### src/hw/rtl/slfd_pkg.sv
// ----------------------------------------------------------------------------
// slfd_pkg
// Shared types, codes and constants of the sync/length frame deframer.
// ----------------------------------------------------------------------------
package slfd_pkg;

  localparam int unsigned BufferBytesDef = 256;
  localparam int unsigned QueueDepthDef  = 4;

  localparam logic [7:0]  Sync1    = 8'hAB;
  localparam logic [7:0]  Sync2    = 8'hCD;
  localparam logic [7:0]  Foot1    = 8'hDC;
  localparam logic [7:0]  Foot2    = 8'hBA;
  localparam logic [15:0] IdObfOff = 16'h0514;
  localparam logic [15:0] IdObfOn  = 16'h6902;

  localparam logic [7:0] MaskTable [16] = '{
    8'h16, 8'h6C, 8'h14, 8'hE6, 8'h2E, 8'h91, 8'h0D, 8'h40,
    8'h21, 8'h35, 8'hD5, 8'h40, 8'h13, 8'h03, 8'hE9, 8'h80
  };

  typedef enum logic [2:0] {
    PhHunt  = 3'd0,
    PhSync2 = 3'd1,
    PhSzLo  = 3'd2,
    PhSzHi  = 3'd3,
    PhBody  = 3'd4,
    PhFt1   = 3'd5,
    PhFt2   = 3'd6
  } phase_e;

  typedef enum logic [1:0] {
    KindBody      = 2'd0,
    KindOk        = 2'd1,
    KindBadFooter = 2'd2,
    KindTooLarge  = 2'd3
  } kind_e;

  // One queue entry carries one or two results. A pair holds the held first
  // body byte (index zero) in raw0 and the second byte in raw1.
  typedef struct packed {
    kind_e       kind;
    logic        pair;
    logic [7:0]  raw0;
    logic [7:0]  raw1;
    logic [7:0]  idx;
    logic        last;
    logic [15:0] size;
    logic        obf;
  } entry_t;

endpackage

### src/hw/rtl/slfd_parser.sv
// ----------------------------------------------------------------------------
// slfd_parser
// Front part: hunts for sync, reads the size, tracks the body and footer,
// and pushes classified result entries into the queue.
// ----------------------------------------------------------------------------
module slfd_parser import slfd_pkg::*; #(
  parameter int unsigned BufferBytes = BufferBytesDef
) (
  input  logic       clk_i,
  input  logic       rst_ni,
  input  logic       in_valid_i,
  output logic       in_ready_o,
  input  logic [7:0] rx_byte_i,
  input  logic       full_i,
  output logic       push_o,
  output entry_t     entry_o
);

  localparam int unsigned CntW = $clog2(BufferBytes);

  phase_e      phase_q, phase_d;
  logic [15:0] size_q, size_d;
  logic [CntW-1:0] cnt_q, cnt_d;
  logic [7:0]  held_q, held_d;
  logic        obf_on_q, obf_on_d;
  logic        frame_obf_q, frame_obf_d;

  logic        accept;
  logic [15:0] size_new;
  logic        too_large;
  logic        body_last;
  logic [15:0] frame_id;
  logic        id_obf;

  assign in_ready_o = !full_i;
  assign accept     = in_valid_i && in_ready_o;
  assign size_new   = {rx_byte_i, size_q[7:0]};
  assign too_large  = ({1'b0, size_new} + 17'd8) > 17'(BufferBytes);
  assign body_last  = (17'(cnt_q) + 17'd1) >= ({1'b0, size_q} + 17'd2);
  assign frame_id   = {rx_byte_i, held_q};

  always_comb begin
    id_obf = obf_on_q;
    if (frame_id == IdObfOff) begin
      id_obf = 1'b0;
    end
    if (frame_id == IdObfOn) begin
      id_obf = 1'b1;
    end
  end

  always_ff @(posedge clk_i or negedge rst_ni) begin
    if (!rst_ni) begin
      phase_q     <= PhHunt;
      size_q      <= '0;
      cnt_q       <= '0;
      held_q      <= '0;
      obf_on_q    <= 1'b1;
      frame_obf_q <= 1'b1;
    end else begin
      phase_q     <= phase_d;
      size_q      <= size_d;
      cnt_q       <= cnt_d;
      held_q      <= held_d;
      obf_on_q    <= obf_on_d;
      frame_obf_q <= frame_obf_d;
    end
  end

  always_comb begin
    phase_d     = phase_q;
    size_d      = size_q;
    cnt_d       = cnt_q;
    held_d      = held_q;
    obf_on_d    = obf_on_q;
    frame_obf_d = frame_obf_q;
    push_o      = 1'b0;
    entry_o     = '{kind: KindBody, pair: 1'b0, raw0: 8'd0, raw1: 8'd0, idx: 8'd0,
                    last: 1'b0, size: size_q, obf: frame_obf_q};
    if (accept) begin
      unique case (phase_q)
        PhSync2: begin
          if (rx_byte_i == Sync2) begin
            phase_d = PhSzLo;
          end else if (rx_byte_i != Sync1) begin
            phase_d = PhHunt;
          end
        end
        PhSzLo: begin
          size_d  = {8'd0, rx_byte_i};
          phase_d = PhSzHi;
        end
        PhSzHi: begin
          size_d = size_new;
          if (too_large) begin
            push_o        = 1'b1;
            entry_o.kind  = KindTooLarge;
            entry_o.size  = size_new;
            phase_d       = PhHunt;
          end else begin
            cnt_d   = '0;
            phase_d = PhBody;
          end
        end
        PhBody: begin
          if (cnt_q == '0) begin
            held_d = rx_byte_i;
          end else begin
            push_o       = 1'b1;
            entry_o.raw1 = rx_byte_i;
            entry_o.idx  = 8'(cnt_q);
            entry_o.last = body_last;
            if (cnt_q == CntW'(1)) begin
              frame_obf_d  = id_obf;
              entry_o.pair = 1'b1;
              entry_o.raw0 = held_q;
              entry_o.obf  = id_obf;
            end
          end
          cnt_d = cnt_q + CntW'(1);
          if (body_last) begin
            phase_d = PhFt1;
          end
        end
        PhFt1: begin
          held_d  = rx_byte_i;
          phase_d = PhFt2;
        end
        PhFt2: begin
          push_o = 1'b1;
          if (held_q == Foot1 && rx_byte_i == Foot2) begin
            obf_on_d     = frame_obf_q;
            entry_o.kind = KindOk;
          end else begin
            entry_o.kind = KindBadFooter;
          end
          phase_d = PhHunt;
        end
        default: begin
          phase_d = (rx_byte_i == Sync1) ? PhSync2 : PhHunt;
        end
      endcase
    end
  end

endmodule

### src/hw/rtl/slfd_queue.sv
// ----------------------------------------------------------------------------
// slfd_queue
// Short register queue of result entries between the parser and the emitter.
// ----------------------------------------------------------------------------
module slfd_queue import slfd_pkg::*; #(
  parameter int unsigned Depth = QueueDepthDef
) (
  input  logic   clk_i,
  input  logic   rst_ni,
  input  logic   push_i,
  input  entry_t entry_i,
  output logic   full_o,
  input  logic   pop_i,
  output logic   nonempty_o,
  output entry_t head_o
);

  localparam int unsigned PtrW = $clog2(Depth);
  localparam int unsigned CntW = $clog2(Depth + 1);

  entry_t          mem_q [Depth];
  logic [PtrW-1:0] wr_q, rd_q;
  logic [CntW-1:0] cnt_q;
  logic            do_push, do_pop;

  assign full_o     = (cnt_q == CntW'(Depth));
  assign nonempty_o = (cnt_q != '0);
  assign head_o     = mem_q[rd_q];
  assign do_push    = push_i && !full_o;
  assign do_pop     = pop_i && nonempty_o;

  always_ff @(posedge clk_i or negedge rst_ni) begin
    if (!rst_ni) begin
      wr_q  <= '0;
      rd_q  <= '0;
      cnt_q <= '0;
    end else begin
      if (do_push) begin
        wr_q <= (wr_q == PtrW'(Depth - 1)) ? '0 : wr_q + PtrW'(1);
      end
      if (do_pop) begin
        rd_q <= (rd_q == PtrW'(Depth - 1)) ? '0 : rd_q + PtrW'(1);
      end
      if (do_push && !do_pop) begin
        cnt_q <= cnt_q + CntW'(1);
      end else if (do_pop && !do_push) begin
        cnt_q <= cnt_q - CntW'(1);
      end
    end
  end

  always_ff @(posedge clk_i) begin
    if (do_push) begin
      mem_q[wr_q] <= entry_i;
    end
  end

endmodule

### src/hw/rtl/slfd_emitter.sv
// ----------------------------------------------------------------------------
// slfd_emitter
// Back part: splits pair entries, removes the obfuscation mask and holds
// each result item in the output register until it is taken.
// ----------------------------------------------------------------------------
module slfd_emitter import slfd_pkg::*; (
  input  logic        clk_i,
  input  logic        rst_ni,
  input  logic        nonempty_i,
  input  entry_t      head_i,
  output logic        pop_o,
  output logic        out_valid_o,
  input  logic        out_ready_i,
  output logic [1:0]  kind_o,
  output logic [7:0]  body_byte_o,
  output logic [7:0]  body_index_o,
  output logic        body_last_o,
  output logic [15:0] body_size_o
);

  logic        valid_q;
  logic        half_q;
  logic        load;
  logic        first_half;
  logic [7:0]  raw;
  logic [7:0]  idx;
  logic [7:0]  data;
  kind_e       kind_q;
  logic [7:0]  byte_q;
  logic [7:0]  idx_q;
  logic        last_q;
  logic [15:0] size_q;

  assign load       = nonempty_i && (!valid_q || out_ready_i);
  assign first_half = head_i.pair && !half_q;
  assign pop_o      = load && !first_half;
  assign raw        = first_half ? head_i.raw0 : head_i.raw1;
  assign idx        = first_half ? 8'd0 : head_i.idx;

  always_comb begin
    data = raw;
    if (head_i.obf) begin
      data = raw ^ MaskTable[idx[3:0]];
    end
    if (head_i.kind != KindBody) begin
      data = 8'd0;
    end
  end

  always_ff @(posedge clk_i or negedge rst_ni) begin
    if (!rst_ni) begin
      valid_q <= 1'b0;
      half_q  <= 1'b0;
    end else begin
      if (load) begin
        valid_q <= 1'b1;
        half_q  <= first_half;
      end else if (out_ready_i) begin
        valid_q <= 1'b0;
      end
    end
  end

  always_ff @(posedge clk_i) begin
    if (load) begin
      kind_q <= head_i.kind;
      byte_q <= data;
      idx_q  <= idx;
      last_q <= first_half ? 1'b0 : head_i.last;
      size_q <= head_i.size;
    end
  end

  assign out_valid_o  = valid_q;
  assign kind_o       = kind_q;
  assign body_byte_o  = byte_q;
  assign body_index_o = idx_q;
  assign body_last_o  = last_q;
  assign body_size_o  = size_q;

endmodule

### src/hw/rtl/sync_length_frame_deframer.sv
// ----------------------------------------------------------------------------
// sync_length_frame_deframer
// Pulls framed messages (sync AB CD, little-endian size, body, footer DC BA)
// out of a received byte stream and removes the body obfuscation mask.
//
//   channel  | direction | handshake             | payload
//   ---------+-----------+-----------------------+----------------------------
//   in       | input     | in_valid_i/in_ready_o | rx_byte_i
//   out      | output    | out_valid_o/out_ready_i | kind_o, body_byte_o,
//            |           |                       | body_index_o, body_last_o,
//            |           |                       | body_size_o
//
// One received byte is accepted per cycle while the queue is not full.
// A queued result enters the output register when it is empty or taken;
// the second body byte of a frame yields two results, sent one by one.
// The queue holds QueueDepth entries; in_ready_o drops only when it is full.
// Reset puts the parser into the hunt with obfuscation on and empties queue
// and output register; no clearing pass is needed.
// ----------------------------------------------------------------------------
module sync_length_frame_deframer import slfd_pkg::*; #(
  parameter int unsigned BufferBytes = BufferBytesDef,
  parameter int unsigned QueueDepth  = QueueDepthDef
) (
  input  logic        clk_i,
  input  logic        rst_ni,
  input  logic        in_valid_i,
  output logic        in_ready_o,
  input  logic [7:0]  rx_byte_i,
  output logic        out_valid_o,
  input  logic        out_ready_i,
  output logic [1:0]  kind_o,
  output logic [7:0]  body_byte_o,
  output logic [7:0]  body_index_o,
  output logic        body_last_o,
  output logic [15:0] body_size_o
);

  logic   full;
  logic   push;
  logic   pop;
  logic   nonempty;
  entry_t entry;
  entry_t head;

  slfd_parser #(
    .BufferBytes(BufferBytes)
  ) u_parser (
    .clk_i     (clk_i),
    .rst_ni    (rst_ni),
    .in_valid_i(in_valid_i),
    .in_ready_o(in_ready_o),
    .rx_byte_i (rx_byte_i),
    .full_i    (full),
    .push_o    (push),
    .entry_o   (entry)
  );

  slfd_queue #(
    .Depth(QueueDepth)
  ) u_queue (
    .clk_i     (clk_i),
    .rst_ni    (rst_ni),
    .push_i    (push),
    .entry_i   (entry),
    .full_o    (full),
    .pop_i     (pop),
    .nonempty_o(nonempty),
    .head_o    (head)
  );

  slfd_emitter u_emitter (
    .clk_i       (clk_i),
    .rst_ni      (rst_ni),
    .nonempty_i  (nonempty),
    .head_i      (head),
    .pop_o       (pop),
    .out_valid_o (out_valid_o),
    .out_ready_i (out_ready_i),
    .kind_o      (kind_o),
    .body_byte_o (body_byte_o),
    .body_index_o(body_index_o),
    .body_last_o (body_last_o),
    .body_size_o (body_size_o)
  );

  a_status_fields_zero: assert property (@(posedge clk_i) disable iff (!rst_ni)
    (out_valid_o && kind_o != KindBody) |->
      (body_byte_o == 8'd0 && body_index_o == 8'd0 && !body_last_o))
    else $error("status item carries body fields");

  a_full_implies_output: assert property (@(posedge clk_i) disable iff (!rst_ni)
    !in_ready_o |-> out_valid_o)
    else $error("queue full while output register is empty");

  a_too_large_size: assert property (@(posedge clk_i) disable iff (!rst_ni)
    (out_valid_o && kind_o == KindTooLarge) |->
      (({1'b0, body_size_o} + 17'd8) > 17'(BufferBytes)))
    else $error("size rejected although it fits");

endmodule
### config.mk
export PLATFORM = sky130hd
export DESIGN_NAME = sync_length_frame_deframer
export DESIGN_NICKNAME = d
export VERILOG_FILES = /design/src/hw/rtl/slfd_pkg.sv /design/src/hw/rtl/slfd_parser.sv /design/src/hw/rtl/slfd_queue.sv /design/src/hw/rtl/slfd_emitter.sv /design/src/hw/rtl/sync_length_frame_deframer.sv
export SDC_FILE = /design/constraint.sdc
export NUM_CORES = 1
export LEC_CHECK = 0
export ABC_AREA = 0
export BUFFER_PORTS_ARGS = -buffer_cell sky130_fd_sc_hd__buf_2
export CAP_MARGIN = 10
export CORE_AREA = 2 2 174 176
export DETAILED_ROUTE_END_ITERATION = 7
export DIE_AREA = 0 0 176 178
export PLACE_DENSITY = 0.63
export SYNTH_ARGS = -nofsm -noshare
export SYNTH_HDL_FRONTEND = slang
export SYNTH_SLANG_ARGS = --single-unit
export TNS_END_PERCENT = 50
### constraint.sdc
create_clock -name clk_i -period 13.5 [get_ports clk_i]
set_clock_uncertainty 0.15 [all_clocks]
set_input_delay 2.7 -clock clk_i [delete_from_list [all_inputs] [get_ports clk_i]]
set_output_delay 2.7 -clock clk_i [all_outputs]
set_load 0.01 [all_outputs]
==> results.py, run 1 <==
metrics = {
    "yosys": {
        "synth_cell_types": 73,
        "yosys_warnings": 0,
        "synthMuxAreaShare": 0.110,
        "synthAdderAreaFrac": 0.0288,
        "ys_ff_latch": 261,
        "ys_seq_area_frac": 0.657,
        "ys_async_sr_fraction": 0.176,
        "synth_xor_area_frac": 0.0159,
        "syn_area_mm2": 0.0116,
        "synth_top_family_by_area": "multiplexers",
        "postSynthCellCount": 775,
        "synth_compound_area_frac": 0.0770,
        "syn_nets": 813,
        "synth-edff-count": 215,
        "synthFlopType": "edfxtp_1",
        "syn_area_per_cell_um2": 14.9,
        "yosys.area_share.simple": 0.0865,
    },
    "timing": {
        "rsz0062_at_grt": "false",
        "fin_tns_setup_ns": 0,
        "tightest_slew_ns": 1.01,
        "fin_crit_sh": 0.416,
        "slew_headroom": 0.325,
        "hold_violations": 0,
        "layout_min_cycle_time_ns": 5.62,
        "setup_violations": 0,
        "drv_slew": 0,
        "timing.fmax_mhz": 178,
    },
    "detailed_routing": {
        "ant_nets": 0,
        "viasPerCell": 5.42,
        "drt_iter0_drc": 664,
        "vias": 6700,
        "drc": 0,
        "first_pass_iters": 5,
        "wire_per_inst_um": 20.7,
        "routed_wl_um": 25600,
    },
    "global_routing": {
        "grt_max_degree": 47,
        "first_global_vias": 6643,
        "grt_overflow": 0,
        "grt_pass1_wl_um": 40000,
        "grtUsageTotal": 0.168,
        "antenna_found_initial": 0,
    },
    "power_and_ir_drop": {
        "power.density_mw_per_mm2": 175,
        "p_leak_nw": 4.88,
        "ir_drop_v": 0.000101,
    },
    "clock_tree": {
        "numCtsBuffers": 28,
        "cts.hold.buffers_added": 0,
        "clock_path_buffers": 3,
        "cts_tree": "yes",
        "cts_setup_buffers": 0,
        "post_cts_resized": 0,
        "cts_sinks": 261,
        "clk_pin_slew_ns": 0.06,
        "cts_root_buf": "clkbuf_16",
        "clkLatencyLatePin_ns": 0.54,
        "h-tree-depth": 1,
    },
    "die": {
        "ios": 49,
        "rows": 63,
        "dieWidth_um": 176,
        "coreArea_mm2": 0.0294,
        "dieArea_mm2": 0.0313,
        "die_y_um": 178,
        "start_util": 0.394,
    },
    "placed_design": {
        "place_inst": 1187,
        "io_buffers": 48,
        "gp_congestion": 0.933,
        "dpl.hpwl_um": 16300,
    },
    "layout": {
        "seqCellArea_mm2": 0.00761,
        "diodes": 0,
        "fillCellCount": 2613,
        "layout_common_cells": "215 x edfxtp_1, 58 x nand2_1, 48 x buf_2",
        "final_nets": 865,
        "instances_no_fill": 1237,
        "drive_above_1_share": 0.221,
        "syn_to_final_growth_pct": 14.0,
        "multi_input_area_mm2": 0.00374,
        "layout_commonest_cell": "edfxtp_1",
    },
    "worst_setup_path": {
        "crit_type": "input port to flop",
        "worst_ep_required_time_ns": 13.77,
        "crit_arrival_ns": 5.90,
        "cpPeakStageDelay_ns": 0.82,
        "slowest_stage": "a21o_1",
        "critPathTopFamily": "compound AO/OA/AOI/OAI gates",
        "rr_worst_depth": 11,
        "path_depth": 11,
        "critical_path.cell_chain": "buf_2, nand3_1, nor3_1, o211ai_1, a21oi_1, a21o_1, nand2_1, ha_1, inv_1, fa_1, mux2_2",
        "startpoint_type": "input port",
        "crit_path_end_kind": "flop",
        "worst-path-max-fanout": 18,
        "timing.critical_path.buf_inv": 2,
    },
    "hold_path": {
        "min_path_cells": 1,
        "hold_class": "flop to flop",
    },
    "job": {
        "drv_cap": 0,
    },
    "run_status": {
        "status": "finished, final reports clean",
    },
}
synth_stat cells (3+ instances only):
| library cell | number | share of area |
|---|---|---|
| edfxtp_1 | 215 | 0.56 |
| nand2_1 | 58 | 0.019 |
| dfrtp_1 | 44 | 0.095 |
| o21ai_0 | 34 | 0.015 |
| mux2_2 | 30 | 0.029 |
| nor2_1 | 29 | 0.0094 |
| mux4_2 | 26 | 0.051 |
| ha_1 | 25 | 0.027 |
| inv_1 | 22 | 0.0071 |
| a21oi_1 | 21 | 0.0091 |
| and2_1 | 21 | 0.011 |
| nand3_1 | 20 | 0.0086 |
| o22ai_1 | 17 | 0.0092 |
| and3_1 | 15 | 0.0081 |
| clkbuf_1 | 15 | 0.0049 |
| buf_2 | 13 | 0.0056 |
| mux2i_1 | 13 | 0.011 |
| nor3_1 | 13 | 0.0056 |
| xnor2_1 | 11 | 0.0083 |
| xor2_1 | 10 | 0.0076 |
| nand2b_1 | 8 | 0.0043 |
| a211o_1 | 6 | 0.0045 |
| nand4_1 | 6 | 0.0032 |
| buf_6 | 5 | 0.0049 |
| mux2_4 | 5 | 0.0065 |
| mux4_1 | 5 | 0.011 |
| o211a_1 | 5 | 0.0043 |
| o211ai_1 | 5 | 0.0032 |
| a21boi_0 | 4 | 0.0026 |
| a22o_1 | 4 | 0.0030 |
| a22oi_1 | 4 | 0.0026 |
| a21o_1 | 3 | 0.0019 |
| a31oi_1 | 3 | 0.0016 |
| and4_1 | 3 | 0.0023 |
| nor4_1 | 3 | 0.0016 |
| nor4b_1 | 3 | 0.0023 |
| o41ai_1 | 3 | 0.0023 |
| or3_1 | 3 | 0.0016 |
where the power goes:
part / switching [mW] / internal [mW]
combinational: 0.333 / 0.238
clock: 0.307 / 0.464
sequential: 0.0229 / 0.943
worst register-to-register path, stage by stage, from the launching register on:
cell,delay (ns)
dfrtp_1,0.65
ha_1,0.44
nand4_1,0.19
nor3_1,0.37
o211ai_1,0.18
a21oi_1,0.35
a21o_1,0.83
nand2_1,0.14
ha_1,0.26
inv_1,0.07
fa_1,0.40
mux2_2,0.26
path summary, 6_finish.rpt:
check / startpoint / end / slack (ns)
worst max-delay path: rx_byte_i[0] / u_queue.cnt_q[1]$_DFFE_PN0P_ / 7.88
worst min-delay path: u_queue.cnt_q[2]$_DFFE_PN0P_ / u_queue.cnt_q[2]$_DFFE_PN0P_ / 0.35
worst max register to register: u_parser.size_q[4]$_DFFE_PN0P_ / u_queue.cnt_q[1]$_DFFE_PN0P_ / 9.11
worst min register to register: u_queue.cnt_q[2]$_DFFE_PN0P_ / u_queue.cnt_q[2]$_DFFE_PN0P_ / 0.35
max in group asynchronous: rst_ni / u_queue.rd_q[0]$_DFFE_PN0P_ / 10.60
min in group asynchronous: rst_ni / u_parser.size_q[4]$_DFFE_PN0P_ / 2.12
registers in the layout, indices dropped and copies added (netlist names), 2 cells and up:
register / flops
u_queue.mem_q: 180
u_parser.phase_q: 3
u_queue.rd_q: 2
u_queue.cnt_q: 3
u_parser.held_q: 8
u_queue.wr_q: 2
u_parser.size_q: 16
u_emitter.kind_o: 2
u_parser.cnt_q: 8
u_emitter.body_index_o: 8
u_emitter.body_byte_o: 8
u_emitter.body_size_o: 16
cell families (layout without fill, tap and decap cells):
logic type	count (synthesis)	after routing
flip-flops	261	261
AND/OR/NAND/NOR	195	195
AO/OA/AOI/OAI	131	131
multiplexers	80	80
buffers and inverters	61	133
adder cells (fa/ha/maj)	26	26
XOR/XNOR	21	21
area by class of cell:
type                    count  area share
inverters                  25     0.00711
flip-flops and latches    261       0.577
repair buffers             58      0.0239
well taps                 390      0.0370
clock buffers              40      0.0653
multi-input cells         453       0.283
clock inverters            10     0.00664
layer usage:
layer,part of all wire,global-route usage,vias to the layer above
li1,-,-,3085
met1,0.46,0.242,3398
met2,0.47,0.270,179
met3,0.055,0.0277,38
met4,0.017,0.0375,0
met5,0,0,-
per-stage QoR:
stage,utilization,cell area (um^2),hold slack [ns],power (mW),worst slack (ns)
floorplan,-,11600,0.304,1.42,5.61
global route,0.449,13200,0.395,2.43,7.65
detailed placement,0.416,12200,0.338,1.57,7.41
CTS,0.449,13200,0.347,2.34,7.93
global placement,0.416,12200,0.336,1.56,7.44
finish,0.449,13200,0.349,2.31,7.88
Power figures use the tool's default switching activity.
==> inputs of run 2 (changes only) <==
- ABC_AREA: 0 -> 1
- CORE_AREA: 2 2 174 176 -> 2 2 176 178
- DIE_AREA: 0 0 176 178 -> 0 0 178 180
- clock period: 13.5 -> 5.2 ns (I/O delays scaled with it)
==> results.py, run 2 <==
metrics = {
    "run_status": {
        "status": "finished, final reports clean",
    },
    "power_and_ir_drop": {
        "switching_share": 0.318,
        "power_switching_mw": 2.01,
        "p_int_mw": 4.30,
        "ir_drop_v": 0.000289,
        "power.density_mw_per_mm2": 463,
        "p_leak_nw": 5.40,
        "p_comb_frac": 0.268,
        "seqPwrFrac": 0.402,
        "pwr-share-clk": 0.330,
    },
    "die": {
        "coreArea_mm2": 0.0302,
        "dieArea_mm2": 0.0320,
        "ios": 49,
        "die_y_um": 180,
        "start_util": 0.396,
        "dieWidth_um": 178,
        "rows": 64,
    },
    "detailed_routing": {
        "wire_per_inst_um": 16.5,
        "ant_nets": 0,
        "drt_iter0_drc": 712,
        "drc": 0,
        "routed_wl_um": 26800,
        "viasPerCell": 5.13,
        "first_pass_iters": 5,
        "vias": 8342,
    },
    "global_routing": {
        "grtUsageTotal": 0.169,
        "use_met2": 0.271,
        "grt_overflow": 0,
        "antenna_found_initial": 0,
        "use_met1": 0.241,
        "grt_max_degree": 90,
        "met3_usage": 0.0241,
        "grt_pass1_wl_um": 42900,
        "first_global_vias": 7958,
        "grt-busiest-layer": "met2",
    },
    "layout": {
        "diodes": 0,
        "layout_commonest_cell": "edfxtp_1",
        "largest_reg_flops": 180,
        "fillCellCount": 2775,
        "regMostFlops": "u_queue.mem_q",
        "layout_common_cells": "215 x edfxtp_1, 203 x nand2_1, 190 x nor2_1",
        "syn_to_final_growth_pct": 13.8,
        "fin_util": 0.451,
        "final_nets": 1246,
        "drive_above_1_share": 0.124,
    },
    "yosys": {
        "synthFlopType": "edfxtp_1",
        "ys_seq_area_frac": 0.636,
        "ys_ff_latch": 261,
        "syn_area_per_cell_um2": 10.3,
        "syn_area_mm2": 0.0120,
        "synthTopCellsByCount": "215 x edfxtp_1, 203 x nand2_1, 194 x nor2_1",
        "ys_async_sr_fraction": 0.176,
        "yosys_warnings": 0,
        "synth_top_area_cell": "edfxtp_1",
        "postSynthCellCount": 1162,
        "yosysMostFrequentCell": "edfxtp_1",
        "yosysTopAreaCellShare": 0.540,
        "synth-edff-count": 215,
        "synth_cell_types": 41,
        "synth.area.top_cells": "edfxtp_1 54%, dfrtp_1 9.2%, nand2_1 6.4%, nor2_1 6.1%, o21ai_0 4.4%",
        "syn_nets": 1200,
    },
    "timing": {
        "rsz0062_at_grt": "false",
        "drv_slew": 0,
        "fin_tns_setup_ns": 0,
        "slew_headroom": 0.403,
        "setup_violations": 0,
        "fin_crit_sh": 0.667,
        "hold_violations": 0,
        "timing.fmax_mhz": 288,
        "layout_min_cycle_time_ns": 3.47,
        "tightest_slew_ns": 0.895,
    },
    "clock_tree": {
        "h-tree-depth": 1,
        "cts_sinks": 261,
        "clock_path_buffers": 3,
        "cts_setup_buffers": 0,
        "post_cts_resized": 0,
        "cts.hold.buffers_added": 0,
        "cts_root_buf": "clkbuf_16",
        "cts_tree": "yes",
        "clk_pin_slew_ns": 0.07,
        "clkLatencyLatePin_ns": 0.53,
        "numCtsBuffers": 27,
    },
    "hold_path": {
        "hold_class": "input port to asynchronous set/reset pin",
    },
    "worst_setup_path": {
        "startpoint_type": "flop",
        "worst-path-max-fanout": 11,
        "crit_type": "flop to flop",
        "crit_arrival_ns": 3.72,
        "crit_path_end_kind": "flop",
        "rrSetupSlack_ns": 1.73,
        "worst_ep_required_time_ns": 5.46,
    },
    "placed_design": {
        "dpl.hpwl_um": 17000,
        "gp_congestion": 0.884,
        "io_buffers": 48,
    },
    "job": {
        "drv_cap": 0,
    },
}
==> run 2: layer usage <==
layer,wire [um],vias up
met5,0,-
met2,12800,240
li1,-,4080
met4,537,0
met3,1500,42
met1,11900,3980
==> run 2: critical path, cell delays in order (launching register included) <==
cell and delay (ns):
dfrtp_1 0.55, ha_1 0.36, nand3_1 0.21, nor2_4 0.17
nand2_2 0.07, nand2_2 0.06, nand2_1 0.06, nor2_1 0.11
nand2_1 0.12, o21ai_1 0.21, nand2_1 0.13, nand2_2 0.24
inv_1 0.08, ha_1 0.18, inv_1 0.09, fa_1 0.41
nor2_1 0.09, a21oi_1 0.05
==> run 2: power groups by stage <==
stage | logic (mW) | registers [mW] | clock network (mW)
2_1_floorplan | 1.13 | 2.66 | 0
3_3_place_gp | 1.68 | 2.58 | 0
3_5_place_dp | 1.71 | 2.58 | 0
4_1_cts | 1.72 | 2.54 | 2.13
5_1_grt | 1.93 | 2.55 | 2.21
6_report | 1.69 | 2.53 | 2.08
==> run 2: cell type report <==
cell class	instances	area, um^2	area share
flip-flops and latches	261	7610	0.560
multi-input cells	749	3770	0.277
clock buffers	32	724	0.0533
well taps	396	495	0.0364
inverters	110	413	0.0304
repair buffers	59	335	0.0247
clock inverters	18	256	0.0189
==> run 2: kinds of logic (layout without fill, tap and decap cells) <==
group	Yosys count	count (layout)	synth area share
compound gates	200	200	0.0939
xor+xnor	15	15	0.0110
fa+ha+maj	26	26	0.0278
buf+inv	152	219	0.0523
flops	261	261	0.636
simple gates	508	508	0.179
==> run 2: stage by stage <==
step	total power [mW]	worst slack [ns]	cells	hold slack [ns]	area (um^2)
floorplan	3.78	0.601	1162	0.301	12000
global placement	4.27	1.53	1574	0.318	12600
detailed placement	4.29	1.48	1574	0.318	12600
CTS	6.38	1.72	1624	0.329	13600
global route	6.70	1.41	1625	0.258	13600
finish	6.30	1.73	1625	0.248	13600
==> run 2: worst paths after layout <==
kind / startpoint / endpoint / depth (start not counted)
worst max-delay path: u_parser.size_q[3]$_DFFE_PN0P_ / u_queue.cnt_q[1]$_DFFE_PN0P_ / 17
worst min-delay path: rst_ni / u_queue.wr_q[0]$_DFFE_PN0P_ / 1
worst max register to register: u_parser.size_q[3]$_DFFE_PN0P_ / u_queue.cnt_q[1]$_DFFE_PN0P_ / 17
worst min register to register: u_parser.frame_obf_q$_DFFE_PN1P_ / u_parser.obf_on_q$_DFFE_PN1P_ / 2
max in group asynchronous: rst_ni / u_parser.obf_on_q$_DFFE_PN1P_ / 2
min in group clk_i: u_parser.frame_obf_q$_DFFE_PN1P_ / u_parser.obf_on_q$_DFFE_PN1P_ / 2
==> inputs of run 3 (changes only) <==
- clock period: 5.2 -> 3.3 ns (I/O delays scaled with it)
==> results.py, run 3 (synthesis results as in run 2) <==
metrics = {
    "run_status": {
        "status": "finished, final reports clean",
    },
    "clock_tree": {
        "clock_path_buffers": 3,
        "numCtsBuffers": 27,
        "h-tree-depth": 1,
        "cts_sinks": 261,
        "clkLatencyLatePin_ns": 0.53,
        "clk_pin_slew_ns": 0.06,
        "cts_tree": "yes",
        "post_cts_resized": 0,
        "cts_root_buf": "clkbuf_16",
    },
    "worst_setup_path": {
        "crit_path_end_kind": "flop",
        "slowest_stage": "fa_1",
        "startpoint_type": "flop",
        "crit_arrival_ns": 3.29,
        "worst-path-max-fanout": 7,
        "timing.rr.end": "u_queue.cnt_q[2]$_DFFE_PN0P_",
        "critical_path.cell_chain": "ha_1, inv_1, nor2_4, nand2_1, nand2_1, nand2_1, inv_1, nor2_2, nand2_1, o21ai_1, nand2_1, nand2_2, inv_1, ha_1, inv_1, fa_1, a21oi_1, o21ai_0, xor2_1",
        "rrSetupSlack_ns": 0.26,
        "crit_type": "flop to flop",
        "worst_ep_required_time_ns": 3.54,
        "r2r_start": "u_parser.size_q[3]$_DFFE_PN0P_",
        "crit_path_frequent_cell": "nand2_1",
        "rr_worst_depth": 19,
        "cpPeakStageDelay_ns": 0.38,
    },
    "timing": {
        "layout_min_cycle_time_ns": 3.04,
        "setup_violations": 0,
        "fin_crit_sh": 0.922,
        "tightest_slew_ns": 0.590,
        "setup_slack_ns": 0.258,
        "fin_tns_setup_ns": 0,
        "hold_violations": 0,
        "slew_headroom": 0.606,
        "timing.fmax_mhz": 329,
        "rsz0062_at_grt": "false",
        "drv_slew": 0,
        "fin_hold_ws_ns": 0.186,
    },
    "die": {
        "coreArea_mm2": 0.0302,
        "rows": 64,
        "start_util": 0.396,
        "dieWidth_um": 178,
        "die_y_um": 180,
        "dieArea_mm2": 0.0320,
        "ios": 49,
    },
    "job": {
        "drv_cap": 0,
    },
    "detailed_routing": {
        "viasPerCell": 5.11,
        "vias": 8427,
        "wl_met2_um": 13200,
        "ant_nets": 0,
        "wl_met3_um": 1480,
        "top_layer_used": "met4",
        "first_pass_iters": 5,
        "drt_iter0_drc": 746,
        "drc": 0,
        "routed_wl_um": 27500,
        "wire_per_inst_um": 16.7,
        "wirelength_met1_um": 12500,
    },
    "power_and_ir_drop": {
        "pwr-share-clk": 0.316,
        "switching_share": 0.330,
        "p_comb_frac": 0.283,
        "power_mw": 9.99,
        "ir_drop_v": 0.000316,
        "seqPwrFrac": 0.401,
        "power.density_mw_per_mm2": 723,
        "power_switching_mw": 3.29,
        "p_leak_nw": 5.41,
        "p_int_mw": 6.70,
    },
    "layout": {
        "layout_commonest_cell": "edfxtp_1",
        "layout_common_cells": "215 x edfxtp_1, 203 x nand2_1, 190 x nor2_1",
        "syn_to_final_growth_pct": 15.6,
        "fin_area_mm2": 0.0138,
        "fin_util": 0.458,
        "drive_above_1_share": 0.139,
        "final_nets": 1271,
        "diodes": 0,
        "instances_no_fill": 1649,
        "largest_reg_flops": 180,
        "regMostFlops": "u_queue.mem_q",
    },
    "global_routing": {
        "grtUsageTotal": 0.175,
        "grt_pass1_wl_um": 44500,
        "antenna_found_initial": 0,
        "grt_overflow": 0,
        "first_global_vias": 8196,
        "grt_max_degree": 54,
    },
    "placed_design": {
        "place_inst": 1599,
        "io_buffers": 48,
        "placed_area_mm2": 0.0129,
        "gp_congestion": 0.897,
        "dpl.hpwl_um": 18400,
        "place_worst_setup_slack_ns": 0.103,
    },
    "hold_path": {
        "hold_path_end": "u_emitter.out_valid_o$_DFFE_PN0P_",
        "hold_class": "input port to flop",
        "min_from": "out_ready_i",
        "min_path_cells": 2,
    },
}
-- run 3: cell count changes in the layout (fill, tap and decap cells not counted), moves of 2 or more --
cell / change
buf_4: +18
buf_12: +6
clkbuf_8: -3
clkinv_1: +2
inv_6: +2
-- run 3: worst max path at each step --
stage	slack [ns]	endpoint	start	depth (start not counted)
2_1_floorplan	-0.12	u_queue.mem_q[0][0]$_DFFE_PP_	u_parser.size_q[3]$_DFFE_PN0P_	13
3_3_place_gp	0.16	u_queue.cnt_q[2]$_DFFE_PN0P_	rx_byte_i[1]	17
3_5_place_dp	0.10	u_queue.cnt_q[2]$_DFFE_PN0P_	rx_byte_i[1]	17
4_1_cts	0.24	u_queue.cnt_q[2]$_DFFE_PN0P_	u_parser.size_q[3]$_DFFE_PN0P_	19
5_1_grt	0.06	u_queue.cnt_q[2]$_DFFE_PN0P_	u_parser.size_q[3]$_DFFE_PN0P_	17
6_report	0.26	u_queue.cnt_q[2]$_DFFE_PN0P_	u_parser.size_q[3]$_DFFE_PN0P_	19
-- run 3: power by group through the flow --
stage / Combinational, mW / Sequential, mW / Clock [mW]
final: 2.83 / 4.00 / 3.16
after global routing: 3.23 / 4.04 / 3.36
after CTS: 2.87 / 4.01 / 3.22
after detailed placement: 2.85 / 4.08 / 0
after global placement: 2.81 / 4.08 / 0
after floorplan: 1.86 / 4.18 / 0
-- run 3: area by class of cell --
type / count / area, um^2
well taps: 396 / 495
flip-flops and latches: 261 / 7610
multi-input cells: 749 / 3770
fillers: 2767 / 16400
repair buffers: 84 / 601
inverters: 110 / 413
clock buffers: 28 / 679
clock inverters: 21 / 255
-- run 3: repair_timing --
item / in CTS / in global routing
hold buffers: 1 / 0
hold endpoints to repair: 6 / 0
buffers inserted: 0 / 0
-- run 3: critical path: cells and delay by family, from the launching register on --
kind	cells	cell delay, ns
AND/OR/NAND/NOR	8	0.76
XOR/XNOR	1	0.15
AO/OA/AOI/OAI	3	0.36
adder cells (fa/ha/maj)	3	0.84
flip-flops	1	0.35
buffers and inverters	4	0.31
-- run 3: layer usage --
layer  vias to the layer above  track usage
met5                         -            0
li1                       4128            -
met2                       212        0.290
met1                      4055        0.249
met4                         0       0.0351
met3                        32       0.0197
